===== config.mk =====
export PLATFORM = sky130hd
export DESIGN_NAME = glos_front_flat
export DESIGN_NICKNAME = d
export VERILOG_FILES = /design/src/design/glos_pkg.sv /design/src/design/glos_if.sv /design/src/design/glos_front.sv /design/src/flat_wrapper.sv
export SDC_FILE = /design/constraint.sdc
export NUM_CORES = 1
export LEC_CHECK = 0
export BUFFER_PORTS_ARGS = -buffer_cell sky130_fd_sc_hd__buf_2
export CAP_MARGIN = 20
export CORE_ASPECT_RATIO = 1.2
export CORE_MARGIN = 5
export CORE_UTILIZATION = 55
export DETAILED_ROUTE_END_ITERATION = 8
export GPL_ROUTABILITY_DRIVEN = 0
export PLACE_DENSITY_LB_ADDON = 0.15
export REMOVE_ABC_BUFFERS = 1
export SYNTH_ARGS = -nofsm -noshare
export SYNTH_HDL_FRONTEND = slang
export SYNTH_SLANG_ARGS = --single-unit

===== constraint.sdc =====
create_clock -name vclk -period 19.2
set_input_delay 2.88 -clock vclk [all_inputs]
set_output_delay 2.88 -clock vclk [all_outputs]
set_load 0.01 [all_outputs]

===== src/design/glos_pkg.sv =====
// Shared types and constants of the grid line-of-sight caster.
`default_nettype none

package glos_pkg;

  localparam int COORD_W = 6;
  localparam int ERR_W   = COORD_W + 3;

  typedef logic [COORD_W-1:0] coord_t;
  typedef logic [COORD_W:0]   count_t;

  typedef enum logic {
    CMD_WRITE = 1'b0,
    CMD_CAST  = 1'b1
  } cmd_e_t;

  typedef enum logic {
    REG_ORIGIN_X = 1'b0,
    REG_ORIGIN_Y = 1'b1
  } reg_index_t;

  typedef enum logic [1:0] {
    OP_WRITE,
    OP_WALK,
    OP_TRACE
  } op_kind_t;

  typedef enum logic [2:0] {
    ST_CLEAR,
    ST_IDLE,
    ST_FILL,
    ST_PRIME,
    ST_RUN
  } state_t;

  typedef struct packed {
    logic   cmd;
    coord_t target_x;
    coord_t target_y;
    logic   opaque_in;
  } item_t;

  typedef struct packed {
    coord_t cell_x;
    coord_t cell_y;
    logic   last_cell;
  } cell_t;

  // One classified operation. For a write, a and b are the column and row.
  typedef struct packed {
    op_kind_t kind;
    coord_t   a;
    coord_t   b;
    logic     steep;
    logic     dec_a;
    logic     dec_b;
    coord_t   da;
    coord_t   db;
    count_t   count;
    logic     opaque;
  } op_t;

endpackage

`default_nettype wire


===== src/design/glos_if.sv =====
// Valid/ready channel interfaces for the item input and the cell output.
`default_nettype none

interface glos_item_if;
  logic            valid;
  logic            ready;
  glos_pkg::item_t data;

  modport source (output valid, output data, input ready);
  modport sink (input valid, input data, output ready);
endinterface


`default_nettype wire


===== src/design/glos_front.sv =====
// Front end: accepts items and turns each into a classified operation.
`default_nettype none

module glos_front #(
  parameter int GRID_SIZE = 64
) (
  glos_item_if.sink             items,
  input  wire glos_pkg::coord_t origin_x,
  input  wire glos_pkg::coord_t origin_y,
  input  wire logic             clearing,
  input  wire logic             q_ready,
  output logic                  q_valid,
  output glos_pkg::op_t         op
);
  import glos_pkg::*;

  coord_t tx, ty, dxa, dya, oa, ob, ta, tb, da, db;
  logic   is_cast, in_grid, straight, steep, rev;

  assign tx = items.data.target_x;
  assign ty = items.data.target_y;
  assign is_cast = (items.data.cmd == CMD_CAST);

  always_comb begin
    dxa = (tx > origin_x) ? tx - origin_x : origin_x - tx;
    dya = (ty > origin_y) ? ty - origin_y : origin_y - ty;
    straight = (tx == origin_x) || (ty == origin_y);
    // A straight ray runs along y when the columns agree.
    steep = straight ? (tx == origin_x) : (dya > dxa);
    oa = steep ? origin_y : origin_x;
    ob = steep ? origin_x : origin_y;
    ta = steep ? ty : tx;
    tb = steep ? tx : ty;
    da = steep ? dya : dxa;
    db = steep ? dxa : dya;
    rev = oa > ta;

    in_grid = (int'(tx) < GRID_SIZE) && (int'(ty) < GRID_SIZE);
    if (is_cast) begin
      in_grid = in_grid && (int'(origin_x) < GRID_SIZE) && (int'(origin_y) < GRID_SIZE);
    end

    op = '0;
    op.da = da;
    op.steep = steep;
    if (!is_cast) begin
      op.kind = OP_WRITE;
      op.a = tx;
      op.b = ty;
      op.steep = 1'b0;
      op.opaque = items.data.opaque_in;
    end else if (straight) begin
      op.kind = OP_WALK;
      op.a = oa;
      op.b = ob;
      op.dec_a = ta < oa;
      op.count = {1'b0, da} + count_t'(1);
    end else if (!rev) begin
      op.kind = OP_WALK;
      op.a = oa;
      op.b = ob;
      op.db = db;
      op.dec_b = tb < ob;
      op.count = {1'b0, da};
    end else begin
      // Traced from the target toward the origin, then played back.
      op.kind = OP_TRACE;
      op.a = ta;
      op.b = tb;
      op.db = db;
      op.dec_b = ob < tb;
      op.count = {1'b0, da};
    end
  end

  assign items.ready = !clearing && q_ready;
  assign q_valid = items.valid && items.ready && in_grid;
endmodule

`default_nettype wire


===== src/flat_wrapper.sv =====
// flat-port wrapper written by rule: the top's interface ports become plain ports
module glos_front_flat import glos_pkg::*;
#(
  parameter int GRID_SIZE = 64
)
  (origin_x, origin_y, clearing, q_ready, q_valid, op, items_valid, items_data, items_ready);
  glos_item_if items_i ();
  input  wire glos_pkg::coord_t origin_x;
  input  wire glos_pkg::coord_t origin_y;
  input  wire logic clearing;
  input  wire logic q_ready;
  output logic q_valid;
  output glos_pkg::op_t op;
  input wire logic [$bits(items_i.valid)-1:0] items_valid;
  input wire logic [$bits(items_i.data)-1:0] items_data;
  output wire logic [$bits(items_i.ready)-1:0] items_ready;
  assign items_i.valid = items_valid;
  assign items_i.data = items_data;
  assign items_ready = items_i.ready;
  glos_front #(.GRID_SIZE(GRID_SIZE)) u_core (.items(items_i), .origin_x(origin_x), .origin_y(origin_y), .clearing(clearing), .q_ready(q_ready), .q_valid(q_valid), .op(op));
endmodule

# Yosys cells after proc, flatten, opt, wreduce, memory -nomap -nowiden

Cells that the tools add are included.

Register bits after elaboration: 0
Logic and storage cells: 39
Memories kept: 0
Bits of input ports: 29
RAM bits: 0
Bits in latches: 0
Bits in read-only memories: 0

Bitwise operators: 0
Add/sub/neg operators: 5
$lt $le $gt $ge: 7
Multiplexer cells: 21
Shifts and indexed selects: 0
Div/mod/pow operators: 0
Multiply operators: 0
Reduce and logical (&&, ||, !) cells: 4
Equal/unequal tests: 2

Operator list:

| cell                                         | count |
|---|---|
| 2-to-1 mux 6 bit                             | 9 |
| 2-to-1 mux 14 bit                            | 3 |
| greater-than comparator 6 bit                | 4 |
| subtractor 6 bit                             | 4 |
| less-than comparator 6 bit                   | 3 |
| 2-to-1 mux 13 bit                            | 1 |
| == test 6 bit                                | 2 |
| adder 6 x 1 -> 7 bit (second input constant) | 1 |
| 2-to-1 mux 7 bit                             | 1 |
| 2-to-1 mux 1 bit                             | 6 |
| logical AND 1 bit                            | 2 |
| 2-to-1 mux 2 bit                             | 1 |
| logical NOT 1 bit                            | 1 |
| logical OR 1 bit                             | 1 |

# Logic depth before layout (Yosys ltp)

Depth after elaboration: 9
Mapped depth: 29
Depth with buffers taken out: 27

# Worst setup path after synthesis

OpenSTA, ideal clock, no wires.

Path kind: in2out
Start point: input items_data[7]
End point: output op[32] (netlist name)
Slack: 8,190 ps
Stages: 28
Data arrival time: 8,130 ps
Required time: 16,320 ps
Cell sequence: inv_1 -> ha_1 -> inv_1 -> fa_1 -> a21oi_1 -> o2111ai_4 -> nand2_8 -> mux2i_1 -> o21ai_1 -> a21oi_1 -> xor2_1 -> ha_1 -> nand4_1 -> a21oi_1 -> nor3_1 -> o31ai_4 -> buf_4 -> mux2i_1 -> ha_1 -> nor2b_1 -> o21a_1 -> o21a_1 -> o21bai_1 -> a21oi_1 -> clkbuf_1 -> a21oi_1 -> a31o_1 -> mux2i_1

RTL lines:

| element         | RTL line           | RTL |
|---|---|---|
| start, declared | flat_wrapper.sv:15 | `input wire logic [$bits(items_i.data)-1:0] items_data;` |
| end, declared   | flat_wrapper.sv:13 | `output glos_pkg::op_t op;` |

==> summary.txt <==
Setup path
  – Max incr delay on CP: around 0.93 ns
  – Top cell family by delay on the critical path: compound AO/OA/AOI/OAI gates
  – Worst path bufs/invs: 5
  – Crit. End Element: primary output
  – CP most frequent cell: a21oi_1
  – Slowest CP cell: o31a_1
  – Max Fanout on Critical Path: 23
  – Req. time, crit path: approximately 16 ns
  – Kind of critical path: in2out
  – Worst path arrival time: 9.56 ns
  – Critical Path Source Type: primary input

Floorplan
  – Die W: approximately 71 µm
  – Die area: between 5000 and 6000 µm²
  – Std cell rows: 26
  – Initial Util: between 50% and 60%
  – IO Pins: 68
  – Die height: around 84 µm
  – Core ar.: 4330 µm²

Global routing
  – Busiest grt layer: met2
  – Met2 GRT Util: a little under two fifths
  – Wire length of the first global-routing pass: ~11 mm
  – Total grt overflow: 0
  – Tot GR Track Use: 21.8%
  – Initial antenna violation count: 0
  – GR Util met3: less than 1%
  – Met1 usage: around 30%
  – Largest net degree at the start of global routing: 29
  – Number of global-route vias before repair: 2,377

Timing
  – Setup TNS: 0 ns
  – Crit path time final: 12.44 ns
  – Worst Max-Slew Pin Slew: around 1.1 ns
  – Max-slew violations: 0
  – Final Hold Viols: 0
  – Setup violators final: 0
  – Worst slew margin: roughly 28%
  – Final worst-path cycle share: between 60% and 70%
  – Unrepaired setup endpoints after global routing: false
  – Fmax: between 80 and 90 MHz

Synthesis
  – Seq/Total Area, Yosys: 0%
  – Mapped Area: between 2000 and 2500 µm²
  – Synthesized area per cell: between 7 and 8 µm²
  – Post-synth top area share: between 20% and 30%
  – Post-Synthesis Cells: around 340
  – Synth area leaders: ha_1 21%, mux2i_1 13%, a21oi_1 6.5%, inv_1 5.7%, nor2_1 3.9%
  – Largest area contributor in the netlist: ha_1
  – Synthesis warning total: 0
  – Netlist cell types: slightly below 60

Pwr
  – Leakage: 1.50 nW
  – Clk pwr share: 0%
  – NetSw: 0.000208 W
  – Int Power: approximately 0.00016 W
  – Logic pwr share: between 90% and 100%
  – Sequential share of power: 0%
  – Max VDD drop: slightly below 0.00009 V
  – Switch share: a little under three fifths
  – Pwr/cell area: about 130 nW/µm²

Drt
  – Drt pass-1 iters: 4
  – Routed vias/inst: between 5 and 6
  – DR WL/cell: between 15 and 20 µm
  – Antenna-violating nets left: 0
  – Initial DRC count: approximately 160
  – DRC: 0
  – Via count: about 2,600
  – Drt total wl: between 6 and 7 mm

Layout
  – Register area: 0 µm²
  – P&R area growth vs syn: 14.2%
  – Layout cells sized above 1: 24.0%
  – Sequential cell count: 0
  – Final core utilization: between 60% and 70%
  – Most common cell after layout, fill and taps aside: buf_2
  – Ant diodes: 0
  – Fillers: just over 400
  – Clock buffer cells: 0
  – Layout Nets: 468
  – Commonest cells after routing, fill and taps aside: 68 x buf_2, 41 x ha_1, 38 x inv_1

Min path
  – Hold Path End: items_ready
  – Hold depth: 3
  – Hold Crit Class: in2out
  – Worst hold start: clearing

Placement
  – Port bufs: 68
  – Dpl hpwl: 5.66 mm

Run
  – Total of max-cap violations: 0

Clock network
  – Hold buffers post-CTS: 0
  – Setup bufs post-CTS: 0
  – Post-CTS Resized: 0

Run status
  – Status: completed
-- power by group through the flow --
stage	Combinational [W]	Sequential [W]	Clock [W]
CTS	0.000363	0	0
global placement	0.000358	0	0
floorplan	0.000266	0	0
finish	0.000369	0	0
detailed placement	0.000362	0	0
global route	0.000412	0	0
-- cells by family after synthesis --
family	count (synthesis)	share of synthesized area [%]
buf+inv	56	9.58
simple gates	94	20.3
mux	40	17.3
fa+ha+maj	45	23.9
compound gates	94	25.5
xor+xnor	9	3.48
-- metrics by stage --
step / setup slack (ns) / instance area, µm² / power, W / hold slack [ns] / instances
floorplan: 7.29 / 2390 / 0.000266 / 5.81 / 321
global route: 6.24 / 2830 / 0.000412 / 6.04 / 448
detailed placement: 6.55 / 2820 / 0.000362 / 6.00 / 447
global placement: 6.66 / 2820 / 0.000358 / 6.00 / 447
CTS: 6.52 / 2820 / 0.000363 / 6.00 / 447
finish: 6.76 / 2830 / 0.000369 / 6.00 / 448
-- routing by layer --
layer | part of all wire [%] | vias to the layer above
met3 | 5.4 | 8
met5 | 0 | -
met4 | 1.2 | 0
met1 | 45 | 1155
li1 | - | 1321
met2 | 48 | 88
-- synthesized netlist by cell type, types with 2 or more instances --
cell      count
nor2b_1       8
mux2_2        6
a211oi_1      7
nand2b_1      5
inv_1        38
a221oi_1      2
a21o_1        4
nor4b_1       2
clkbuf_1      8
and2_1        6
o21a_1        3
a21oi_1      32
ha_1         41
nor4_1        2
nor3_1        4
xnor2_1       3
o22ai_1       2
buf_4         4
o211ai_1      2
a31oi_1       7
nand2_1      21
nor2_1       26
nand2_2       2
o21bai_1      3
mux2i_1      31
a31o_1        5
o21ai_0       8
o22a_1        2
nand3_1       4
nand4_1       5
and3_1        2
xor2_1        5
fa_1          4
buf_2         4
o21ai_1       7
-- cell type report --
cell class         count  area, µm²  share of cell area, %
multi-input cells    282       2250                   79.4
well taps             56       70.1                   2.47
inverters             39        146                   5.17
repair buffers        71        367                   12.9
-- worst max path at each step --
| stage | start | end | slack, ns | depth (start not counted) |
|---|---|---|---|---|
| final | items_data[7] | op[25] | 6.76 | 28 |
| after CTS | items_data[7] | op[25] | 6.52 | 27 |
| after global routing | items_data[7] | op[25] | 6.24 | 28 |
| after floorplan | items_data[7] | op[24] | 7.29 | 26 |
| after global placement | items_data[7] | op[24] | 6.66 | 27 |
| after detailed placement | items_data[7] | op[25] | 6.55 | 27 |
(Power assumes the default switching activity.)
