==> config.mk <==
export PLATFORM = sky130hd
export DESIGN_NAME = glos_queue
export DESIGN_NICKNAME = d
export VERILOG_FILES = /design/src/design/glos_pkg.sv /design/src/design/glos_queue.sv
export SDC_FILE = /design/constraint.sdc
export NUM_CORES = 1
export LEC_CHECK = 0
export BUFFER_PORTS_ARGS = -buffer_cell sky130_fd_sc_hd__buf_4
export CORE_MARGIN = 8
export CORE_UTILIZATION = 54
export CTS_BUF_LIST = sky130_fd_sc_hd__clkbuf_4 sky130_fd_sc_hd__clkbuf_8
export DETAILED_ROUTE_END_ITERATION = 8
export PLACE_DENSITY = 0.93
export SYNTH_ARGS = -nofsm -noshare
export SYNTH_HDL_FRONTEND = slang
export SYNTH_SLANG_ARGS = --single-unit
==> constraint.sdc <==
create_clock -name clk -period 2.8 [get_ports clk]
set_clock_uncertainty 0.1 [all_clocks]
set_input_delay 0.56 -clock clk [delete_from_list [all_inputs] [get_ports clk]]
set_output_delay 0.56 -clock clk [all_outputs]
set_load 0.005 [all_outputs]
==> src/design/glos_pkg.sv <==
// Shared types and constants of the grid line-of-sight caster.
`default_nettype none

package glos_pkg;

  localparam int COORD_W = 6;
  localparam int ERR_W   = COORD_W + 3;

  typedef logic [COORD_W-1:0] coord_t;
  typedef logic [COORD_W:0]   count_t;

  typedef enum logic {
    CMD_WRITE = 1'b0,
    CMD_CAST  = 1'b1
  } cmd_e_t;

  typedef enum logic {
    REG_ORIGIN_X = 1'b0,
    REG_ORIGIN_Y = 1'b1
  } reg_index_t;

  typedef enum logic [1:0] {
    OP_WRITE,
    OP_WALK,
    OP_TRACE
  } op_kind_t;

  typedef enum logic [2:0] {
    ST_CLEAR,
    ST_IDLE,
    ST_FILL,
    ST_PRIME,
    ST_RUN
  } state_t;

  typedef struct packed {
    logic   cmd;
    coord_t target_x;
    coord_t target_y;
    logic   opaque_in;
  } item_t;

  typedef struct packed {
    coord_t cell_x;
    coord_t cell_y;
    logic   last_cell;
  } cell_t;

  // One classified operation. For a write, a and b are the column and row.
  typedef struct packed {
    op_kind_t kind;
    coord_t   a;
    coord_t   b;
    logic     steep;
    logic     dec_a;
    logic     dec_b;
    coord_t   da;
    coord_t   db;
    count_t   count;
    logic     opaque;
  } op_t;

endpackage

`default_nettype wire

==> src/design/glos_queue.sv <==
// Two-entry operation queue between the front end and the ray engine.
`default_nettype none

module glos_queue (
  input  wire logic          clk,
  input  wire logic          rst,
  input  wire logic          push_valid,
  input  wire glos_pkg::op_t push_op,
  output logic               push_ready,
  output logic               pop_valid,
  output glos_pkg::op_t      pop_op,
  input  wire logic          pop_ready
);
  import glos_pkg::*;

  op_t        slots [2];
  logic       wr_ptr, rd_ptr;
  logic [1:0] count;
  logic       push, pop;

  assign push_ready = (count != 2'd2);
  assign pop_valid = (count != 2'd0);
  assign pop_op = slots[rd_ptr];
  assign push = push_valid && push_ready;
  assign pop = pop_valid && pop_ready;

  always_ff @(posedge clk) begin
    if (rst) begin
      wr_ptr <= 1'b0;
      rd_ptr <= 1'b0;
      count <= 2'd0;
    end else begin
      if (push) begin
        wr_ptr <= !wr_ptr;
      end
      if (pop) begin
        rd_ptr <= !rd_ptr;
      end
      count <= count + {1'b0, push} - {1'b0, pop};
    end
  end

  always_ff @(posedge clk) begin
    if (push) begin
      slots[wr_ptr] <= push_op;
    end
  end

  a_count_bound: assert property (@(posedge clk) disable iff (rst) count != 2'd3)
    else $error("operation queue count overflowed");
endmodule

`default_nettype wire

# Yosys cells after proc, flatten, opt, wreduce, memory -nomap -nowiden
# Memories as Yosys holds them, arrays and structs flattened. A register that Yosys moved wholly into a read port is not among the register bits.
# Index checks and enable logic that the tools add are counted.
dict set report totals {
  regBits 4
  mem_bits_rw 74
  in_bits 41
  wordCells 16
  n_memories 1
}
dict set report op_classes {
  add_sub_neg 2
  eq_ne 1
  muxes 4
  reduce_logical 5
}
# name words width read_ports rd_clocked_by_memory_dff wr line_no
set mem_list {}
lappend mem_list {slots 2 37 1 1 1 glos_queue.sv:16} ;# op_t slots [2];
# op n
set ops {}
lappend ops {{1-bit two-way mux} 4}
lappend ops {{2-bit by 1-bit adder with 2-bit output} 1}
lappend ops {{1-bit logical AND} 2}
lappend ops {{1-bit zero test} 2}
lappend ops {{2-bit inequality test (second input constant)} 1}
lappend ops {{2-bit nonzero test} 1}
lappend ops {{2-bit by 1-bit subtractor with 2-bit output} 1}

# Logic depth before layout (Yosys ltp)
# Gate-level depths: netlist of run 1.
dict set report depth {
  depth_word 4
  mapped_depth 6
  ltp_nobuf 6
}

# Worst setup path after synthesis of run 1
# No wires, ideal clock.
dict set report synth_timing {
  path_type {flip-flop to flip-flop}
  startpoint {register count[0]}
  endpoint {memory slots[1][0] (netlist name), enable pin}
  setup_time_ns 0.398
  arrival_ns 1.539
  required_ns 2.302
  path_slack_ns 0.764
  stages_incl_launch_ff 3
  n_path_buf 0
  path_cell_list {dfxtp_1 nand2b_1 and3_1}
}
dict set report synth_between {
  elab_chain_len 4
}
# element line_no
set synth_rtl {}
lappend synth_rtl {{from (decl)} glos_queue.sv:18} ;# logic [1:0] count;
lappend synth_rtl {{from (signal assigned)} glos_queue.sv:39} ;# count <= count + {1'b0, push} - {1'b0, pop};
lappend synth_rtl {{2-bit inequality test} glos_queue.sv:21} ;# assign push_ready = (count != 2'd2);
lappend synth_rtl {{named net push_ready} glos_queue.sv:9} ;# output logic push_ready,
lappend synth_rtl {{1-bit logical AND} glos_queue.sv:24} ;# assign push = push_valid && push_ready;
lappend synth_rtl {{1-bit two-way mux} glos_queue.sv:44} ;# if (push) begin
lappend synth_rtl {{1-bit two-way mux (not written as such)} glos_queue.sv:45} ;# slots[wr_ptr] <= push_op;
lappend synth_rtl {{to (decl)} glos_queue.sv:16}
# The timed path passes the listed nets, and every way through them passes these cells.

==> results of run 1 <==
[stage by stage]
stage | area, um2 | hold WS [ps] | std cells | setup slack (ps)
floorplan | 2940 | 372 | 144 | 764
global placement | 3640 | 385 | 297 | 756
detailed placement | 3640 | 393 | 297 | 724
CTS | 3810 | 294 | 312 | 352
global route | 3810 | 284 | 312 | 292
finish | 3810 | 313 | 312 | 399
[cell families after synthesis]
family | after synthesis
flip-flops | 79
multiplexers | 37
AND/OR/NAND/NOR | 15
AO/OA/AOI/OAI | 6
buffers and inverters | 5
XOR/XNOR | 1
adder cells (fa/ha/maj) | 1
[registers in the layout, indices dropped and copies added (netlist names), named ones only]
| signal | cells |
|---|---|
| rd_ptr | 1 |
| count | 2 |
| wr_ptr | 1 |
| slots | 74 |
[layer usage]
metal  share of wire  track usage  vias up
met2            0.52        0.222       52
li1                -            -      746
met5               0            0        -
met1            0.41        0.158      778
met3           0.074       0.0507        0
met4               0       0.0592        0
[worst max-delay path by stage]
stage                  endpoint     start  depth (start not counted)
floorplan           slots[1][0]  count[0]                          2
global placement      pop_op[4]      flop                          3
detailed placement    pop_op[9]      flop                          3
CTS                   pop_op[9]      flop                          3
global route          pop_op[4]      flop                          3
finish                pop_op[9]      flop                          3
[layout by cell type, fill, tap and decap left out, types with 2 or more instances in the layout]
master / synthesis / routed
buf_4: 0 / 85
clkbuf_8: 0 / 9
clkinv_1: 0 / 4
dfxtp_1: 5 / 4
edfxtp_1: 74 / 74
mux2_1: 37 / 37
nor2_1: 4 / 4
nor2b_1: 2 / 2
[power by group through the flow]
stage	combinational (mW)	sequential, mW	clock [mW]
after floorplan	0.321	1.49	0
after global placement	0.601	1.52	0
after detailed placement	0.616	1.53	0
after CTS	0.622	1.51	0.774
after global routing	0.659	1.52	0.829
final	0.610	1.50	0.755
[area by class of cell]
type / instances / area, um2
fill: 351 / 1560
tap: 72 / 90.1
clock buffer: 9 / 124
clock inverter: 6 / 52.6
multi-input combinational: 60 / 581
sequential: 79 / 2320
inverter: 1 / 3.75
timing repair buffer: 85 / 638
[critical path, delay by kind of cell, from the launching register on]
family   cells  cell delay, ps
flops        1             640
buf+inv      2             410
mux          1             350
==> flow_metrics.tcl, run 1 <==
set metrics [dict create \
    yosys_most_used_dff "edfxtp_1" \
    synth_compound_area_frac 0.0149 \
    row_count 27 \
    power_density_nw_per_um2 753 \
    clkTransAtPathRegs_ps 70 \
    synth_top_family_by_area "multiplexers" \
    vias 1576 \
    die-area_um2 8070 \
    place.gp.congestion 0.721 \
    drtIter0Drc 105 \
    htreeDepth 3 \
    p_leak_nw 1.45 \
    wirelength_um 5540 \
    syn_area_um2 2940 \
    synth-xor-area-share 0.00297 \
    grt_pass1_wl_um 8590 \
    tightestPinTransition_ps 565 \
    routedWlPerCell_um 17.7 \
    post_cts_resized 0 \
    cts_setup_buffers 0 \
    crit_top_cell "buf_4" \
    cts_made_buffers 9 \
    final_util 0.710 \
    yosys_register_bits 79 \
    synthCells 144 \
    crit_chain "buf_4, mux2_1, buf_4" \
    fin_crit_sh 0.857 \
    switching_share 0.239 \
    yosys.area_share.simple 0.0331 \
    synth_top_area_frac 0.755 \
    comb_power_share 0.213 \
    min_from "push_op[26]" \
    clock_power_share 0.263 \
    syn_to_final_growth_pct 29.5 \
    final_nets 278 \
    grt_max_degree 38 \
    diodes 0 \
    dr.pass1.iters 4 \
    fmax_ghz 0.417 \
    hp-class "primary input to flop" \
    synthesis.nets 186 \
    total_power_mw 2.87 \
    clock_sinks 79 \
    rrSetupSlack_ps 890 \
    drv_slew 0 \
    start_util 0.548 \
    ios 80 \
    clock_path_buffers 2 \
    pwr-share-seq 0.524 \
    cts_tree "done" \
    drc 0 \
    die-width_um 89.8 \
    yosys-top-cells-area "edfxtp_1, mux2_1, dfxtp_1" \
    p_sw_uw 687 \
    clkLatencyLatePin_ps 330 \
    timing.final.crit_period_ps 2400 \
    synthMuxAreaShare 0.142 \
    track_usage 0.136 \
    rsz0062_at_grt "false" \
    cpPeakStageDelay_ps 640 \
    viasPerCell 5.05 \
    first_global_vias 1659 \
    max-cap-violations 0 \
    synth_top_cell_by_area "edfxtp_1" \
    synth_most_common_cell "edfxtp_1" \
    hold_viol 0 \
    r2r_start "count[0]" \
    yosys_warnings 0 \
    crit_path_end_kind "output port" \
    cp.required_ps 2140 \
    max_slew_margin 0.623 \
    ys_top_cells_by_count "edfxtp_1, mux2_1, dfxtp_1, nor2_1, buf_6" \
    die_h_um 89.8 \
    outcome "completed" \
    cts-hold-fix-buffers 0 \
    antenna_found_initial 0 \
    r2r-end "slots[1][29]" \
    critPathSlowestCell "dfxtp_2" \
    clock-root-buffer "clkbuf_8" \
    reg2reg_depth 3 \
    ant_nets 0 \
    synth-edff-count 74 \
    ir_drop_mv 0.475 \
    min_path_cells 1 \
    min_to "slots[1][26]" \
    syn_avg_cell_area_um2 20.4 \
    yosysUniqueCellTypes 24 \
    worstSetupStartpointType "flop" \
    synth_fa_ha_area_frac 0.00425 \
    portBuffers 79 \
    crit_path_max_fanout 19 \
    setup_viol 0 \
    tns_ps 0 \
    crit_type "flop to output port" \
    grt.overflow.total 0 \
    design.core.area_um2 5370 \
    ys_async_sr_fraction 0 \
    drive_gt1_frac 0.417 \
    seq_area_frac_synth 0.789 \
    hpwl_um 3960 \
    arrival_ps 1740 \
    internal_power_mw 2.18 \
]
Power figures use the tool's default switching activity.
==> run 2: changes to the inputs <==
GPL_TIMING_DRIVEN = 0   (was default)
==> run 2 against run 1 <==
- global-route usage down 0.14 points
- hold slack worse by 5.2 ps
- flip-flop and latch count unchanged
- non-clock buffer count down 2
- cell count down 0.96%
- via count down 1.2%
- largest cell class unchanged
- largest power group unchanged
==> flow_metrics.tcl, run 2 (synthesis gave the netlist of run 1 again) <==
set metrics [dict create \
    routedWlPerCell_um 17.6 \
    hold_viol 0 \
    ant_nets 0 \
    largest_register_ffs 74 \
    place.gp.congestion 0.689 \
    fin_crit_sh 0.801 \
    final_nets 276 \
    die-area_um2 8070 \
    multi_input_area_um2 581 \
    hpwl_um 3820 \
    tightestPinTransition_ps 871 \
    fill_cells 348 \
    drc 0 \
    crit_type "flop to output port" \
    grt.overflow.total 0 \
    crit_path_end_kind "output port" \
    ios 80 \
    track_usage 0.135 \
    grt_max_degree 38 \
    min_path_cells 1 \
    dpl.cell_count 295 \
    ir_drop_mv 0.496 \
    mostFrequentLayoutCell "buf_4" \
    power_density_nw_per_um2 756 \
    drtIter0Drc 77 \
    first_global_vias 1681 \
    reg2reg_depth 2 \
    fmax_ghz 0.446 \
    die-width_um 89.8 \
    cts_tree "done" \
    setup_ws_ps 557 \
    post_cts_resized 0 \
    cts-hold-fix-buffers 0 \
    design.core.area_um2 5370 \
    setup_viol 0 \
    wirelength_um 5450 \
    clock-root-buffer "clkbuf_8" \
    cp.required_ps 2140 \
    place_ws_ps 812 \
    clock_sinks 79 \
    clock_path_buffers 2 \
    portBuffers 79 \
    drive_gt1_frac 0.422 \
    register_area_um2 2320 \
    grt_pass1_wl_um 8540 \
    vias 1557 \
    syn_to_final_growth_pct 29.2 \
    cts_setup_buffers 0 \
    stdcell_count 309 \
    antenna_found_initial 0 \
    timing.final.crit_period_ps 2240 \
    htreeDepth 3 \
    viasPerCell 5.04 \
    clkLatencyLatePin_ps 330 \
    hp-class "primary input to flop" \
    layout_common_cells "buf_4, edfxtp_1, mux2_1, clkbuf_8, dfxtp_1" \
    cts_made_buffers 9 \
    worstSetupStartpointType "flop" \
    p_leak_nw 1.44 \
    rsz0062_at_grt "false" \
    reg_top3 "slots (74), count (2)" \
    top_register "slots" \
    drv_slew 0 \
    tns_ps 0 \
    start_util 0.548 \
    max-cap-violations 0 \
    clkTransAtPathRegs_ps 80 \
    max_slew_margin 0.419 \
    crit_path_max_fanout 10 \
    arrival_ps 1580 \
    die_h_um 89.8 \
    outcome "completed" \
    row_count 27 \
    dr.pass1.iters 4 \
    diodes 0 \
]
[run 2: changes by cell type in the layout (fill, tap and decap cells not counted), sizes merged]
cell / delta
buf: -2
clkinv: -1
[run 2: cell type report]
class	instances	share of cell area
plain buffers	4	0.0102
clock buffers	9	0.0326
clock inverters	5	0.0135
inverters	1	0.000987
multi-input cells	60	0.153
flip-flops and latches	79	0.611
well taps	72	0.0237
repair buffers	79	0.156
[run 2: power by group]
group          internal, mW  switching (mW)  total, mW
Sequential             1.44          0.0380       1.47
Combinational         0.357           0.288      0.645
Clock                 0.396           0.362      0.758
Total                  2.19           0.688       2.88
[run 2: stage by stage]
| stage | power, mW | area (um2) | util | hold slack (ps) |
|---|---|---|---|---|
| after floorplan | 1.81 | 2940 | - | 372 |
| after global placement | 2.13 | 3630 | 0.675 | 385 |
| after detailed placement | 2.16 | 3630 | 0.676 | 418 |
| after CTS | 2.92 | 3800 | 0.708 | 288 |
| after global routing | 3.01 | 3800 | 0.708 | 290 |
| final | 2.88 | 3800 | 0.708 | 308 |
[run 2: path summary, 6_finish.rpt]
check | from | end | slack, ps
worst min register to register | rd_ptr | flop | 430
worst max-delay path | flop | pop_op[9] | 560
worst max register to register | count[0] | slots[1][8] | 880
worst min-delay path | push_op[21] | slots[1][21] | 310
[run 2: critical path, cell delays in order (launching register included)]
cell     delay [ps]
dfxtp_1         300
buf_2           260
buf_6           200
mux2_1          340
buf_4           140
[run 2: layer usage]
| layer | vias up | wire length (um) | global-route usage |
|---|---|---|---|
| met1 | 749 | 2220 | 0.150 |
| met4 | 0 | 89 | 0.0635 |
| met5 | - | 0 | 0 |
| met2 | 64 | 2790 | 0.230 |
| met3 | 6 | 343 | 0.0432 |
| li1 | 738 | - | - |
==> run 3: changes to the inputs <==
CORE_UTILIZATION = 49   (was 54)
PLACE_DENSITY = 0.89   (was 0.93)
clock period = 1.9 ns   (was 2.8 ns; I/O delays follow)
==> run 3 against run 2 <==
- the flow now finishes with violations (negative setup slack)
- count of clock-buffer cells in the layout grew 5
- hold slack lost 180 ps
- sequential share of layout area shrank 6.0 points
- clock power grew 41%
- setup slack lost 570 ps
- combinational power grew 130%
- cell count grew 5.2%
- first-iteration DRC count shrank 55%
- register-to-register slack lost 730 ps
- largest power group unchanged
- via count grew 4.8%
- die area grew 8.4%
- critical path depth is the same
- largest cell class unchanged
==> flow_metrics.tcl, run 3 (synthesis gave the netlist of run 1 again) <==
set metrics [dict create \
    clkLatencyLatePin_ps 330 \
    setup_ws_ps -8.75 \
    antenna_found_initial 0 \
    hpwl_um 3760 \
    drc 0 \
    hp-class "primary input to flop" \
    cts-hold-fix-buffers 0 \
    die-width_um 93.5 \
    crit_type "flop to output port" \
    ant_nets 0 \
    wirelength_um 6080 \
    viasPerCell 5.02 \
    first_global_vias 1792 \
    worstSetupStartpointType "flop" \
    max-cap-violations 0 \
    place.gp.congestion 0.684 \
    cts_made_buffers 9 \
    ir_drop_mv 0.674 \
    die-area_um2 8750 \
    dr.pass1.iters 4 \
    routedWlPerCell_um 18.7 \
    clkTransAtPathRegs_ps 80 \
    clock-root-buffer "clkbuf_8" \
    grt.overflow.total 0 \
    switching_share 0.239 \
    portBuffers 79 \
    track_usage 0.146 \
    reg_top3 "slots (74), count (2)" \
    comb_power_share 0.310 \
    mostFrequentLayoutCell "edfxtp_1" \
    die_h_um 93.5 \
    final_nets 287 \
    top_register "slots" \
    ios 80 \
    internal_power_mw 3.61 \
    largest_register_ffs 74 \
    cp.required_ps 1420 \
    register_area_um2 2330 \
    tightestPinTransition_ps 524 \
    outcome "complete, but fails checks" \
    setup_viol 1 \
    drtIter0Drc 35 \
    p_leak_nw 1.65 \
    clock_power_share 0.226 \
    p_sw_mw 1.13 \
    violations "negative setup slack" \
    crit_path_end_kind "output port" \
    syn_to_final_growth_pct 43.4 \
    max_slew_margin 0.651 \
    clock_sinks 79 \
    row_count 28 \
    fill_cells 378 \
    fin_crit_sh 1.00 \
    pwr-share-seq 0.464 \
    total_power_mw 4.74 \
    timing.final.crit_period_ps 1910 \
    rsz0062_at_grt "true" \
    crit_path_max_fanout 5 \
    layout_common_cells "edfxtp_1, buf_4, mux2_4, buf_6, mux2_1" \
    diodes 0 \
    power_density_nw_per_um2 1120 \
    vias 1631 \
    cts_tree "done" \
    htreeDepth 3 \
    drv_slew 0 \
    design.core.area_um2 5850 \
    clock_path_buffers 2 \
    drive_gt1_frac 0.564 \
    grt_pass1_wl_um 9590 \
    start_util 0.503 \
    final_util 0.722 \
    multi_input_area_um2 686 \
    hold_viol 0 \
    arrival_ps 1430 \
    fmax_ghz 0.524 \
    grt_max_degree 38 \
]
## run 3: cell count changes in the layout (fill, tap and decap cells not counted), sizes merged
cell	previous run	this run
buf	83	93
clkbuf	9	14
bufinv	1	0
clkinv	3	2
clkinvlp	1	2
inv	1	0
## run 3: through the flow
| stage | hold WS (ps) | cells | setup slack (ps) | instance area [um2] | TNS, ps |
|---|---|---|---|---|---|
| 4_1_cts | 108 | 323 | -92.8 | 4160 | -1610 |
| 3_3_place_gp | 385 | 298 | -123 | 3640 | -4470 |
| 5_1_grt | 107 | 325 | -69.6 | 4220 | -1270 |
| 2_1_floorplan | 349 | 144 | 190 | 2950 | 0 |
| 3_5_place_dp | 401 | 298 | -150 | 3640 | -6000 |
| 6_report | 126 | 325 | -8.75 | 4220 | -8.75 |
## run 3: path summary, 6_finish.rpt
| check | slack (ps) | from | end | cells after the start |
|---|---|---|---|---|
| setup / recovery | -9 | flop | pop_op[24] | 4 |
| hold / removal | 130 | push_op[32] | slots[1][32] | 1 |
| setup reg to reg | 150 | count[1] | count[1] | 6 |
| hold reg to reg | 410 | rd_ptr | rd_ptr | 2 |
## run 3: critical path: stages, from the launching register on
cell     delay [ps]
dfxtp_4         410
buf_12          130
buf_8           120
mux2_4          320
buf_6           120
## run 3: area by class of cell
cell class | instances | share of cell area
Sequential cell | 79 | 0.551
Multi-Input combinational cell | 60 | 0.162
Clock inverter | 2 | 0.00207
Tap cell | 75 | 0.0222
Inverter | 1 | 0.00178
Timing Repair inverter | 1 | 0.00178
Timing Repair Buffer | 90 | 0.210
Clock buffer | 14 | 0.0382
Buffer | 3 | 0.0107
## run 3: repair_timing
action	4_1_cts	5_1_grt
setup buffers	5	3
cloned	4	0
resized for setup	56	12
endpoints found under the setup margin	111	74
## run 3: layer usage
layer	track usage	part of all wire	vias up
li1	-	-	765
met3	0.0521	0.087	7
met5	0	0	-
met1	0.169	0.38	796
met4	0.0644	0.013	0
met2	0.240	0.52	63
## run 3: power groups by stage
stage | Clock, mW | Combinational, mW | Sequential, mW
5_1_grt | 1.16 | 1.57 | 2.22
6_report | 1.07 | 1.47 | 2.20
2_1_floorplan | 0 | 0.477 | 2.19
3_5_place_dp | 0 | 0.965 | 2.21
3_3_place_gp | 0 | 0.946 | 2.20
4_1_cts | 1.09 | 1.45 | 2.18
